## config.mk

```make
export PLATFORM = sky130hd
export DESIGN_NAME = pulse_step_detector_flat
export DESIGN_NICKNAME = d
export VERILOG_FILES = /design/src/sv/psd_pkg.sv /design/src/sv/psd_if.sv /design/src/sv/pulse_step_detector.sv /design/src/sv/psd_core.sv /design/src/flat_wrapper.sv
export SDC_FILE = /design/constraint.sdc
export NUM_CORES = 1
export LEC_CHECK = 0
export CORE_ASPECT_RATIO = 1.2
export CORE_MARGIN = 2
export CORE_UTILIZATION = 49
export CTS_BUF_LIST = sky130_fd_sc_hd__clkbuf_8
export DETAILED_ROUTE_END_ITERATION = 12
export DONT_BUFFER_PORTS = 1
export PLACE_DENSITY = 0.66
export SYNTH_ARGS = -nofsm -noshare
export SYNTH_HDL_FRONTEND = slang
export SYNTH_SLANG_ARGS = --single-unit
```

## constraint.sdc

```tcl
create_clock -name clk_i -period 8.6 [get_ports clk_i]
set_input_delay 0.86 -clock clk_i [delete_from_list [all_inputs] [get_ports clk_i]]
set_output_delay 0.86 -clock clk_i [all_outputs]
set_load 0.005 [all_outputs]
```

## src/sv/psd_pkg.sv

```systemverilog
`timescale 1ns / 1ps
`default_nettype none

package psd_pkg;

  // The window end is limited to this record length.
  localparam int RecordLen = 256;

  localparam int SampleW = 32;
  localparam int IndexW  = 9;
  localparam int CountW  = 9;
  localparam int LenW    = 8;
  localparam int KindW   = 3;
  localparam int CfgIdxW = 3;

  localparam logic [IndexW-1:0] IndexMax = '1;
  localparam logic [CountW-1:0] CountMax = '1;

  typedef enum logic [1:0] {
    PhSearch = 2'd0,
    PhRun    = 2'd1,
    PhDone   = 2'd2
  } phase_e;

  typedef enum logic [KindW-1:0] {
    KindLoss      = 3'd0,
    KindStill     = 3'd1,
    KindPulseUp   = 3'd2,
    KindPulseDown = 3'd3,
    KindStageUp   = 3'd4,
    KindStageDown = 3'd5
  } kind_e;

  typedef enum logic [CfgIdxW-1:0] {
    RegUpThr     = 3'd0,
    RegUpContThr = 3'd1,
    RegDnThr     = 3'd2,
    RegDnContThr = 3'd3,
    RegWinBegin  = 3'd4,
    RegWinEnd    = 3'd5
  } cfg_reg_e;

  typedef struct packed {
    logic signed [SampleW-1:0] up_thr;
    logic signed [SampleW-1:0] up_cont_thr;
    logic signed [SampleW-1:0] dn_thr;
    logic signed [SampleW-1:0] dn_cont_thr;
    logic        [7:0]         win_begin;
    logic        [8:0]         win_end;
  } cfg_t;

  typedef struct packed {
    logic signed [SampleW-1:0] sample;
    logic                      last;
  } item_t;

  typedef struct packed {
    logic [KindW-1:0] kind;
    logic [LenW-1:0]  run_length;
  } result_t;

endpackage

`default_nettype wire

```

## src/sv/psd_if.sv

```systemverilog
`timescale 1ns / 1ps
`default_nettype none

interface psd_sample_if;
  logic                                valid;
  logic                                ready;
  logic signed [psd_pkg::SampleW-1:0]  sample;
  logic                                last;

  modport source (output valid, output sample, output last, input ready);
  modport sink   (input valid, input sample, input last, output ready);
endinterface

interface psd_result_if;
  logic                              valid;
  logic                              ready;
  logic [psd_pkg::KindW-1:0]         kind;
  logic [psd_pkg::LenW-1:0]          run_length;

  modport source (output valid, output kind, output run_length, input ready);
  modport sink   (input valid, input kind, input run_length, output ready);
endinterface

interface psd_cfg_if;
  logic                              valid;
  logic                              ready;
  logic [psd_pkg::CfgIdxW-1:0]       index;
  logic [psd_pkg::SampleW-1:0]       data;

  modport source (output valid, output index, output data, input ready);
  modport sink   (input valid, input index, input data, output ready);
endinterface

`default_nettype wire

```

## src/sv/pulse_step_detector.sv

```systemverilog
`timescale 1ns / 1ps
`default_nettype none

// Classifies one record of samples as loss, still, pulse or stage. Samples
// enter one per cycle with no gaps needed between them; a record ends with an
// item whose last flag is set, and its verdict is valid on the result channel
// once that item leaves the input register and the verdict is registered into
// the result slot. Throughput is one sample per cycle, set by the difference,
// threshold compare and run update done combinationally in the core; a held
// result stalls the input only when the next last item reaches the core.
// Registers are written through the configuration channel, always ready; the
// user must write them between records, as the block does not enforce it.
module pulse_step_detector (
  input  wire logic     clk_i,
  input  wire logic     rst_ni,
  psd_cfg_if.sink       cfg_i,
  psd_sample_if.sink    in_i,
  psd_result_if.source  out_o
);

  psd_pkg::cfg_t    cfg_q;
  psd_pkg::item_t   item_q;
  logic             item_valid_q;
  psd_pkg::result_t res_q;
  logic             res_valid_q;
  psd_pkg::result_t core_res;
  logic             proc_fire;
  logic             in_fire;

  assign cfg_i.ready = 1'b1;

  always_ff @(posedge clk_i or negedge rst_ni) begin
    if (!rst_ni) begin
      cfg_q.up_thr      <= '0;
      cfg_q.up_cont_thr <= '0;
      cfg_q.dn_thr      <= '0;
      cfg_q.dn_cont_thr <= '0;
      cfg_q.win_begin   <= 8'd1;
      cfg_q.win_end     <= 9'd256;
    end else if (cfg_i.valid) begin
      unique case (cfg_i.index)
        psd_pkg::RegUpThr:     cfg_q.up_thr      <= cfg_i.data;
        psd_pkg::RegUpContThr: cfg_q.up_cont_thr <= cfg_i.data;
        psd_pkg::RegDnThr:     cfg_q.dn_thr      <= cfg_i.data;
        psd_pkg::RegDnContThr: cfg_q.dn_cont_thr <= cfg_i.data;
        psd_pkg::RegWinBegin:  cfg_q.win_begin   <= cfg_i.data[7:0];
        psd_pkg::RegWinEnd:    cfg_q.win_end     <= cfg_i.data[8:0];
        default: ;
      endcase
    end
  end

  // A last item may only advance when the result slot is free or being taken
  assign proc_fire   = item_valid_q && (!item_q.last || !res_valid_q || out_o.ready);
  assign in_i.ready  = !item_valid_q || proc_fire;
  assign in_fire     = in_i.valid && in_i.ready;

  always_ff @(posedge clk_i or negedge rst_ni) begin
    if (!rst_ni) begin
      item_valid_q <= 1'b0;
    end else if (in_i.ready) begin
      item_valid_q <= in_i.valid;
    end
  end

  always_ff @(posedge clk_i) begin
    if (in_fire) begin
      item_q.sample <= in_i.sample;
      item_q.last   <= in_i.last;
    end
  end

  psd_core u_core (
    .clk_i    (clk_i),
    .rst_ni   (rst_ni),
    .cfg_i    (cfg_q),
    .fire_i   (proc_fire),
    .item_i   (item_q),
    .result_o (core_res)
  );

  always_ff @(posedge clk_i or negedge rst_ni) begin
    if (!rst_ni) begin
      res_valid_q <= 1'b0;
    end else if (proc_fire && item_q.last) begin
      res_valid_q <= 1'b1;
    end else if (out_o.ready) begin
      res_valid_q <= 1'b0;
    end
  end

  always_ff @(posedge clk_i) begin
    if (proc_fire && item_q.last) begin
      res_q <= core_res;
    end
  end

  assign out_o.valid      = res_valid_q;
  assign out_o.kind       = res_q.kind;
  assign out_o.run_length = res_q.run_length;

  a_result_from_last: assert property (@(posedge clk_i) disable iff (!rst_ni)
    $rose(res_valid_q) |-> $past(proc_fire && item_q.last))
    else $error("result appeared without a last item");

  a_no_result_mid_record: assert property (@(posedge clk_i) disable iff (!rst_ni)
    (proc_fire && !item_q.last && !res_valid_q) |=> !res_valid_q)
    else $error("result appeared in the middle of a record");

  a_last_not_dropped: assert property (@(posedge clk_i) disable iff (!rst_ni)
    (item_valid_q && item_q.last && res_valid_q && !out_o.ready) |=>
      (item_valid_q && item_q.last))
    else $error("last item dropped while result stalled");

endmodule

`default_nettype wire

```

## src/sv/psd_core.sv

```systemverilog
`timescale 1ns / 1ps
`default_nettype none

module psd_core (
  input  wire logic             clk_i,
  input  wire logic             rst_ni,
  input  wire psd_pkg::cfg_t    cfg_i,
  input  wire logic             fire_i,
  input  wire psd_pkg::item_t   item_i,
  output psd_pkg::result_t      result_o
);

  localparam logic [12:0] RecordLenW = 13'(psd_pkg::RecordLen);

  logic [psd_pkg::IndexW-1:0]        idx_q, idx_d;
  logic signed [psd_pkg::SampleW-1:0] prev_q, prev_d;
  logic                              loss_q, loss_d;
  psd_pkg::phase_e                   phase_q, phase_d;
  logic                              down_q, down_d;
  logic [psd_pkg::CountW-1:0]        count_q, count_d;
  psd_pkg::kind_e                    decided_q, decided_d;

  logic [8:0]         win_b;
  logic [8:0]         win_e;
  logic [9:0]         idx_p1;
  logic               idx_ok;
  logic signed [32:0] diff;
  logic               cont;
  psd_pkg::phase_e    phase_mid;
  logic               down_mid;
  logic [psd_pkg::CountW-1:0] count_mid;
  logic               loss_mid;
  psd_pkg::kind_e     kind_out;
  logic [psd_pkg::CountW-1:0] len_full;

  always_comb begin
    win_b  = (cfg_i.win_begin == 8'd0) ? 9'd1 : {1'b0, cfg_i.win_begin};
    win_e  = ({4'd0, cfg_i.win_end} < RecordLenW) ? cfg_i.win_end : RecordLenW[8:0];
    idx_ok = (idx_q != psd_pkg::IndexMax);
    idx_p1 = {1'b0, idx_q} + 10'd1;
    diff   = {item_i.sample[31], item_i.sample} - {prev_q[31], prev_q};

    loss_mid = loss_q;
    if (idx_ok && idx_p1 >= {1'b0, win_b} && idx_p1 <= {1'b0, win_e}
        && item_i.sample == -32'sd1) begin
      loss_mid = 1'b1;
    end

    phase_mid = phase_q;
    down_mid  = down_q;
    count_mid = count_q;
    decided_d = decided_q;
    cont      = 1'b0;

    if (idx_ok && idx_q >= win_b && idx_q < win_e && phase_q != psd_pkg::PhDone) begin
      // Open a run on the first difference past its start threshold
      if (phase_q == psd_pkg::PhSearch) begin
        if (diff > 33'sd0) begin
          if (diff > 33'(cfg_i.up_thr)) begin
            phase_mid = psd_pkg::PhRun;
            down_mid  = 1'b0;
            count_mid = '0;
          end
        end else if (diff < 33'(cfg_i.dn_thr)) begin
          phase_mid = psd_pkg::PhRun;
          down_mid  = 1'b1;
          count_mid = '0;
        end
      end
      if (phase_mid == psd_pkg::PhRun) begin
        cont = down_mid ? (diff < 33'(cfg_i.dn_cont_thr))
                        : (diff > 33'(cfg_i.up_cont_thr));
        if (cont) begin
          if (count_mid != psd_pkg::CountMax) begin
            count_mid = count_mid + 1'b1;
          end
          if (idx_p1 >= {1'b0, win_e}) begin
            phase_mid = psd_pkg::PhDone;
            decided_d = down_mid ? psd_pkg::KindStageDown : psd_pkg::KindStageUp;
          end
        end else begin
          phase_mid = psd_pkg::PhDone;
          decided_d = down_mid ? psd_pkg::KindPulseDown : psd_pkg::KindPulseUp;
        end
      end
    end

    // Verdict for the record, used when this item is the last one
    len_full = '0;
    if (loss_mid) begin
      kind_out = psd_pkg::KindLoss;
    end else begin
      unique case (phase_mid)
        psd_pkg::PhSearch: kind_out = psd_pkg::KindStill;
        psd_pkg::PhRun: begin
          kind_out = down_mid ? psd_pkg::KindPulseDown : psd_pkg::KindPulseUp;
          len_full = count_mid;
        end
        default: begin
          kind_out = decided_d;
          if (decided_d == psd_pkg::KindPulseUp || decided_d == psd_pkg::KindPulseDown) begin
            len_full = count_mid;
          end
        end
      endcase
    end
    result_o.kind       = kind_out;
    result_o.run_length = (len_full > 9'd255) ? 8'd255 : len_full[7:0];

    if (item_i.last) begin
      idx_d     = '0;
      prev_d    = '0;
      loss_d    = 1'b0;
      phase_d   = psd_pkg::PhSearch;
      down_d    = 1'b0;
      count_d   = '0;
      decided_d = psd_pkg::KindStill;
    end else begin
      idx_d   = idx_ok ? idx_p1[8:0] : idx_q;
      prev_d  = item_i.sample;
      loss_d  = loss_mid;
      phase_d = phase_mid;
      down_d  = down_mid;
      count_d = count_mid;
    end
  end

  always_ff @(posedge clk_i or negedge rst_ni) begin
    if (!rst_ni) begin
      idx_q     <= '0;
      prev_q    <= '0;
      loss_q    <= 1'b0;
      phase_q   <= psd_pkg::PhSearch;
      down_q    <= 1'b0;
      count_q   <= '0;
      decided_q <= psd_pkg::KindStill;
    end else if (fire_i) begin
      idx_q     <= idx_d;
      prev_q    <= prev_d;
      loss_q    <= loss_d;
      phase_q   <= phase_d;
      down_q    <= down_d;
      count_q   <= count_d;
      decided_q <= decided_d;
    end
  end

endmodule

`default_nettype wire

```

## src/flat_wrapper.sv

```systemverilog
// flat-port wrapper written by rule: the top's interface ports become plain ports
module pulse_step_detector_flat 
  (clk_i, rst_ni, cfg_i_valid, cfg_i_index, cfg_i_data, cfg_i_ready, in_i_valid, in_i_sample, in_i_last, in_i_ready, out_o_valid, out_o_kind, out_o_run_length, out_o_ready);
  psd_cfg_if cfg_i_i ();
  psd_sample_if in_i_i ();
  psd_result_if out_o_i ();
  input  wire logic clk_i;
  input  wire logic rst_ni;
  input wire logic [$bits(cfg_i_i.valid)-1:0] cfg_i_valid;
  input wire logic [$bits(cfg_i_i.index)-1:0] cfg_i_index;
  input wire logic [$bits(cfg_i_i.data)-1:0] cfg_i_data;
  output wire logic [$bits(cfg_i_i.ready)-1:0] cfg_i_ready;
  input wire logic [$bits(in_i_i.valid)-1:0] in_i_valid;
  input wire logic [$bits(in_i_i.sample)-1:0] in_i_sample;
  input wire logic [$bits(in_i_i.last)-1:0] in_i_last;
  output wire logic [$bits(in_i_i.ready)-1:0] in_i_ready;
  output wire logic [$bits(out_o_i.valid)-1:0] out_o_valid;
  output wire logic [$bits(out_o_i.kind)-1:0] out_o_kind;
  output wire logic [$bits(out_o_i.run_length)-1:0] out_o_run_length;
  input wire logic [$bits(out_o_i.ready)-1:0] out_o_ready;
  assign cfg_i_i.valid = cfg_i_valid;
  assign cfg_i_i.index = cfg_i_index;
  assign cfg_i_i.data = cfg_i_data;
  assign cfg_i_ready = cfg_i_i.ready;
  assign in_i_i.valid = in_i_valid;
  assign in_i_i.sample = in_i_sample;
  assign in_i_i.last = in_i_last;
  assign in_i_ready = in_i_i.ready;
  assign out_o_valid = out_o_i.valid;
  assign out_o_kind = out_o_i.kind;
  assign out_o_run_length = out_o_i.run_length;
  assign out_o_i.ready = out_o_ready;
  pulse_step_detector u_core (.clk_i(clk_i), .rst_ni(rst_ni), .cfg_i(cfg_i_i), .in_i(in_i_i), .out_o(out_o_i));
endmodule
```

==> key figures, run 1 <==
STA
  – Final setup viols: 0
  – Final critical-path share of the clock period: 84.8%
  – FMAX: 0.137 GHz
  – Fin. Hold Viols: 0
  – Post-layout min period: 7300 ps
  – Worst-margin pin slew: 1140 ps
  – Setup_tns: 0 ps
  – Unrepaired setup endpoints after global routing: false
  – Relative slew slack: 24.1%
  – Setup Skew: 16.3 ps
  – Max-slew violations: 0
  – Fin Hold WS: 121 ps

Global route
  – Antenna violations before repair: 0
  – Global Route Usage Sum: 25.2%
  – Vias in the first global route: 13,043
  – Largest net degree at the start of global routing: 202
  – First-pass GRT wire length: 69,300 um
  – Gr ovfl total: 0

Logic synthesis
  – Most frequent cell after synthesis: dfrtp_1
  – #FFs+latches synth: 248
  – Simple-gate share of the synthesized area: 15.6%
  – Synth warn: 0
  – Unique masters post-synth: 86
  – Post-synth EDFFs: 44
  – Largest cells by area after synthesis: dfrtp_1 31%, ha_1 15%, edfxtp_1 8.1%
  – Synthesized-area fraction occupied by adder cells: 15.5%
  – Area of the mapped netlist: 16,300 um2
  – Synth async-reset ratio: 82.3%
  – Synth Area in Compound Gates: 18.8%
  – Combinational family with the most area after synthesis: compound AO/OA/AOI/OAI gates
  – Synth Area in XOR/XNOR: 1.18%
  – Synthesized area per cell: 9.28 um2
  – Post-synthesis mux area share: 3.50%
  – Post-Syn Nets: 2,030
  – Cells after Synth: 1,756
  – Primary FF master, synth: dfrtp_1
  – Share of the synthesized area in the top cell type: 30.9%
  – Commonest cells post-synth: 201 x dfrtp_1, 200 x ha_1, 191 x inv_1, 190 x o21ai_0, 183 x nand2_1
  – Register area share after synthesis: 39.5%
  – Area leader, netlist: dfrtp_1

Pwr
  – Pwr per Cell Area: 238 nW/um2
  – Leakage power total: 0.00797 uW
  – Peak VDD IR: 0.000139 V

Run status
  – Outcome: complete, no violations

Drt
  – Drt wl/cell: 19.2 um
  – Number of iterations in the first detailed-routing pass: 5
  – Vias/cell: 5.78
  – Via count: 12,996
  – Final WL: 43,100 um
  – DRC viols: 0
  – Antenna viol nets, final: 0
  – DRT iter0 DRCs: 861

Clock tree
  – Clk slew on worst S/H paths: 60 ps
  – CTS tree: built
  – Later-pin clock latency in the skew report: 580 ps
  – CTS root buf: clkbuf_8
  – H-tree depth: 2
  – Postcts setup bufs: 0
  – Num Clock Sinks: 248
  – Number of CTS-inserted buffers: 43
  – Post-CTS sizing: 0
  – Maximum clock insertion buffer count: 3

Setup path
  – Crit path buffers/inverters: 4
  – Crit path launch type: flip-flop
  – Crit. End Element: flip-flop
  – CP required: 8900 ps
  – CP top delay family: compound AO/OA/AOI/OAI gates
  – Crit path arrival time: 7590 ps
  – Crit Path Class: flip-flop to flip-flop
  – CP Max Fanout: 17
  – Worst path slowest cell: xor2_1
  – CP peak stage delay: 500 ps

Placement
  – Dpl cell area: 16,800 um2
  – Detailed Place HPWL: 31,600 um
  – Gp weighted congestion: 0.945
  – Number of port buffers: 0

Floorplanning
  – Initial cell density of the core: 49.4%
  – Io pins: 87
  – Die ar.: 34,700 um2
  – Die extent in x: 170 um
  – Rows: 73
  – Core Area: 33,000 um2
  – Die Span Y: 204 um

Layout
  – Post-Layout Inst Area: 17,700 um2
  – Inserted Diodes: 0
  – Share of layout cells above drive strength 1: 8.79%
  – Synthesis-to-layout area growth: 8.58%
  – Layout net count: 2,038

Job
  – Number of max-cap violations: 0

Worst hold path
  – HP Class: primary input to async pin
==> what timing repair did <==
action                                  CTS  global route
endpoints found under the hold margin   201             0
hold buffers                              1             0
endpoints found under the setup margin    0             0
==> cell type report <==
class                   instances  area, um2
clock inverters                25        141
repair buffers                 24        200
clock buffers                  53        729
well taps                     450        563
inverters                     192        721
fillers                      3074      15300
multi-input cells            1255       8910
flip-flops and latches        248       6430
==> per-layer routing <==
layer	global-route usage (%)	wire length, um	vias to the layer above
met5	0	0	-
met1	32.1	18900	6243
met2	43.1	20800	323
met4	9.13	1460	0
met3	3.96	1940	92
li1	-	-	6338
==> per-stage QoR <==
stage               instances  util, %  power [uW]  worst slack, ps
floorplan                1756        -        2640             1980
global placement         2168     50.9        3070             1570
global route             2247     53.7        4550              807
finish                   2247     53.7        4220             1300
CTS                      2247     53.7        4240             1400
detailed placement       2168     50.9        3110             1420
==> final timing paths <==
kind                       slack, ps               startpoint  cells after the start                    endpoint
setup / recovery                1300         u_core.item_q[1]                     29  u_core.out_o.run_length[2]
hold / removal                   120                   rst_ni                      0  u_core.u_core.decided_q[0]
setup reg to reg                1300         u_core.item_q[1]                     29  u_core.out_o.run_length[2]
hold reg to reg                  500  u_core.u_core.prev_q[0]                      2     u_core.u_core.prev_q[0]
max in group asynchronous       7440                   rst_ni                      1      u_core.u_core.idx_q[2]
min in group clk_i               380           in_i_sample[6]                      0            u_core.item_q[7]
==> worst register-to-register path: cells and delay by family, from the launching register on <==
kind	cells	cell delay (ps)
buffers and inverters	4	480
XOR/XNOR	1	500
flip-flops	1	390
adder cells (fa/ha/maj)	4	1140
AO/OA/AOI/OAI	12	2920
AND/OR/NAND/NOR	8	1600
==> state kept, by name, summed over array words and instances (netlist names) <==
| signal | count |
|---|---|
| u_core.u_core.down_q | 1 |
| u_core.u_core.decided_q | 3 |
| u_core.u_core.count_q | 9 |
| u_core.u_core.loss_q | 1 |
| u_core.out_o.valid | 1 |
| u_core.item_valid_q | 1 |
| u_core.cfg_q | 145 |
| u_core.out_o.kind | 3 |
| u_core.out_o.run_length | 8 |
| u_core.u_core.prev_q | 32 |
| u_core.u_core.idx_q | 9 |
| u_core.item_q | 33 |
| u_core.u_core.phase_q | 2 |
==> where the power goes <==
group	internal, uW	switching (uW)	leakage (uW)
clock	589	503	0.000487
combinational	673	1000	0.00452
sequential	1380	74.0	0.00296
total	2640	1580	0.00797
==> cell usage in the layout (no fill, tap or decap), types with 44 or more instances in the layout <==
master,n
a21oi_1,82
edfxtp_1,44
nand2_1,183
inv_1,201
clkbuf_8,53
a21o_1,48
dfrtp_1,201
mux2_2,46
o21ai_0,190
ha_1,200
nor2_1,64
==> cells by family after synthesis <==
group | Yosys count
other | 1
DFF | 248
buffers and inverters | 253
AOI/OAI and AO/OA | 487
and+or+nand+nor | 494
adders and majority gates | 201
xor gates and xnor gates | 22
muxes | 50
(Power assumes the default switching activity.)
==> inputs of run 2 (changes only) <==
--- a/config.mk
+++ b/config.mk
@@ -5,13 +5,14 @@
 export SDC_FILE = /design/constraint.sdc
 export NUM_CORES = 1
 export LEC_CHECK = 0
+export ABC_AREA = 1
 export CORE_ASPECT_RATIO = 1.2
 export CORE_MARGIN = 2
 export CORE_UTILIZATION = 49
 export CTS_BUF_LIST = sky130_fd_sc_hd__clkbuf_8
 export DETAILED_ROUTE_END_ITERATION = 12
 export DONT_BUFFER_PORTS = 1
-export PLACE_DENSITY = 0.66
+export PLACE_DENSITY = 0.68
 export SYNTH_ARGS = -nofsm -noshare
 export SYNTH_HDL_FRONTEND = slang
 export SYNTH_SLANG_ARGS = --single-unit
==> constraint.sdc (replaced) <==
create_clock -name clk_i -period 6.7 [get_ports clk_i]
set_input_delay 0.67 -clock clk_i [delete_from_list [all_inputs] [get_ports clk_i]]
set_output_delay 0.67 -clock clk_i [all_outputs]
set_load 0.005 [all_outputs]
==> run 2 against run 1 <==
Net effect: synthesized cell count is 26% higher; non-clock buffer count decreased by 16; cell area grew 3.4%; combinational power rose by 46%; largest power group unchanged.
==> key figures, run 2 <==
Run status
  – Outcome: complete, no violations

Floorplanning
  – Die ar.: 35,800 um2
  – Io pins: 87
  – Die Span Y: 207 um
  – Die extent in x: 173 um
  – Rows: 74
  – Core Area: 34,000 um2
  – Initial cell density of the core: 49.5%

Logic synthesis
  – Post-synth EDFFs: 44
  – Register area share after synthesis: 38.2%
  – Area leader, netlist: dfrtp_1
  – Cells after Synth: 2,220
  – Largest cells by area after synthesis: dfrtp_1 30%, ha_1 15%, nand2_1 14%
  – #FFs+latches synth: 248
  – Post-Syn Nets: 2,494
  – Share of the synthesized area in the top cell type: 29.9%
  – Synthesized area per cell: 7.58 um2
  – Primary FF master, synth: dfrtp_1
  – Most frequent cell after synthesis: nand2_1
  – Area of the mapped netlist: 16,800 um2
  – Synth async-reset ratio: 82.3%
  – Unique masters post-synth: 56
  – Commonest cells post-synth: 618 x nand2_1, 409 x inv_1, 206 x o21ai_0, 201 x dfrtp_1, 200 x ha_1
  – Synth warn: 0

Global route
  – First-pass GRT wire length: 73,000 um
  – Gr ovfl total: 0
  – M3 GR Usage: 3.46%
  – Antenna violations before repair: 2
  – Global Route Usage Sum: 25.4%
  – Largest net degree at the start of global routing: 205
  – Vias in the first global route: 14,434
  – Met2 Use GR: 45.7%
  – Met1 Track Usage GR: 31.0%
  – GRT busiest layer: met2

Pwr
  – Peak VDD IR: 0.000172 V
  – Leakage power total: 0.00970 uW
  – Pwr per Cell Area: 320 nW/um2

Placement
  – Number of port buffers: 0
  – Detailed Place HPWL: 34,100 um
  – Gp weighted congestion: 0.922
  – Dpl cell area: 17,300 um2

Drt
  – Final WL: 44,400 um
  – Antenna viol nets, final: 0
  – DRC viols: 0
  – Vias/cell: 5.30
  – Drt wl/cell: 16.3 um
  – Number of iterations in the first detailed-routing pass: 5
  – DRT iter0 DRCs: 986
  – Via count: 14,466

Worst hold path
  – HP Class: primary input to async pin

STA
  – Fin. Hold Viols: 0
  – Unrepaired setup endpoints after global routing: false
  – Relative slew slack: 21.8%
  – Setup_tns: 0 ps
  – Setup Skew: 20.7 ps
  – Max-slew violations: 0
  – Final critical-path share of the clock period: 87.5%
  – Post-layout min period: 5870 ps
  – Final setup viols: 0
  – Worst-margin pin slew: 1170 ps
  – FMAX: 0.170 GHz

Layout
  – Layout net count: 2,512
  – Post-Layout Inst Area: 18,300 um2
  – Reg with most FFs: u_core.cfg_q
  – Share of layout cells above drive strength 1: 6.35%
  – Most common cell after layout, fill and taps aside: nand2_1
  – Max reg flops: 145
  – Most frequent cells in the layout: 616 x nand2_1, 417 x inv_1, 206 x o21ai_0
  – Synthesis-to-layout area growth: 8.74%
  – Top flop regs: u_core.cfg_q (145), u_core.item_q (33), u_core.u_core.prev_q (32)

Clock tree
  – CTS tree: built
  – Later-pin clock latency in the skew report: 580 ps
  – Num Clock Sinks: 248
  – Clk slew on worst S/H paths: 80 ps
  – H-tree depth: 2
  – CTS root buf: clkbuf_8
  – Post-CTS sizing: 0
  – Maximum clock insertion buffer count: 3
  – Number of CTS-inserted buffers: 43

Setup path
  – Worst path slowest cell: edfxtp_1
  – Crit Path Class: flip-flop to flip-flop
  – CP required: 7020 ps
  – Most frequent CP cell: nand2_1
  – Worst reg2reg path depth: 33
  – CP Max Fanout: 10
  – FF-to-FF setup slack: 830 ps
  – Worst setup startpoint: u_core.item_q[31]
  – Crit path launch type: flip-flop
  – Crit. End Element: flip-flop
  – Reg2Reg Launch Point: u_core.item_q[31]
  – Crit path arrival time: 6190 ps
  – CP peak stage delay: 450 ps
  – Reg-to-Reg End: u_core.out_o.run_length[3]

Job
  – Number of max-cap violations: 0
-- run 2: cell types whose count changed after synthesis, moves of 22 or more --
cell      change
mux2_2       -46
nor2b_1      -22
nor2_1       +38
nand2_1     +435
nand3_1      +50
nand3b_1     -25
inv_1       +218
a21o_1       -47
-- run 2: critical path, delay by kind of cell, from the launching register on --
| kind | cells | cell delay [ps] |
|---|---|---|
| AOI/OAI and AO/OA | 2 | 260 |
| xor gates and xnor gates | 1 | 250 |
| adders and majority gates | 3 | 960 |
| buffers and inverters | 5 | 390 |
| DFF | 1 | 450 |
| and+or+nand+nor | 22 | 3290 |
-- run 2: what timing repair did --
action | 4_1_cts | 5_1_grt
buffers inserted | 0 | 0
setup endpoints to repair | 0 | 0
endpoints found under the hold margin | 204 | 0
hold buffers | 1 | 0
-- run 2: kinds of logic (layout without fill, tap and decap cells) --
family / after synthesis / after routing / share of synthesized area (%)
AO/OA/AOI/OAI: 368 / 368 / 11.9
other: 1 / 3 / 0.0223
buffers and inverters: 460 / 509 / 10.3
flip-flops: 248 / 248 / 38.2
adder cells (fa/ha/maj): 201 / 201 / 15.0
XOR/XNOR: 10 / 10 / 0.610
AND/OR/NAND/NOR: 932 / 932 / 23.9
-- run 2: area by class of cell --
class	count	area [um2]
fill	3291	15700
multi-input combinational	1512	8680
sequential	248	6430
inverter	425	1600
clock buffer	49	674
tap	456	571
clock inverter	27	258
timing repair buffer	8	80.1
antenna	2	5.00
-- run 2: power breakdown --
| group | switching, uW | internal [uW] | leakage [uW] | total, uW |
|---|---|---|---|---|
| registers | 133 | 1770 | 0.00303 | 1900 |
| clock network | 652 | 867 | 0.000505 | 1520 |
| logic | 1580 | 844 | 0.00617 | 2430 |
| total | 2370 | 3480 | 0.00970 | 5840 |
-- run 2: how the worst max path moves through the flow --
stage                                  to  slack [ps]
6_report       u_core.out_o.run_length[3]         830
5_1_grt        u_core.out_o.run_length[4]         300
4_1_cts        u_core.out_o.run_length[3]         900
3_5_place_dp   u_core.out_o.run_length[3]         920
2_1_floorplan  u_core.out_o.run_length[2]        1910
3_3_place_gp   u_core.out_o.run_length[2]         960
-- run 2: stage by stage --
stage          total power [uW]  utilization, %  hold WS (ps)  setup slack [ps]  cells
6_report                   5840            53.8          89.1               834   2727
5_1_grt                    6320            53.8           151               300   2727
4_1_cts                    5860            53.8           155               902   2725
3_5_place_dp               4290            51.0           385               922   2648
3_3_place_gp               4230            51.0           384               963   2648
2_1_floorplan              3650               -           374              1910   2220
-- run 2: layer usage --
layer	vias to the layer above	routed length, um
met4	0	1470
met1	6817	19100
met5	-	0
li1	7223	-
met2	329	22100
met3	97	1770
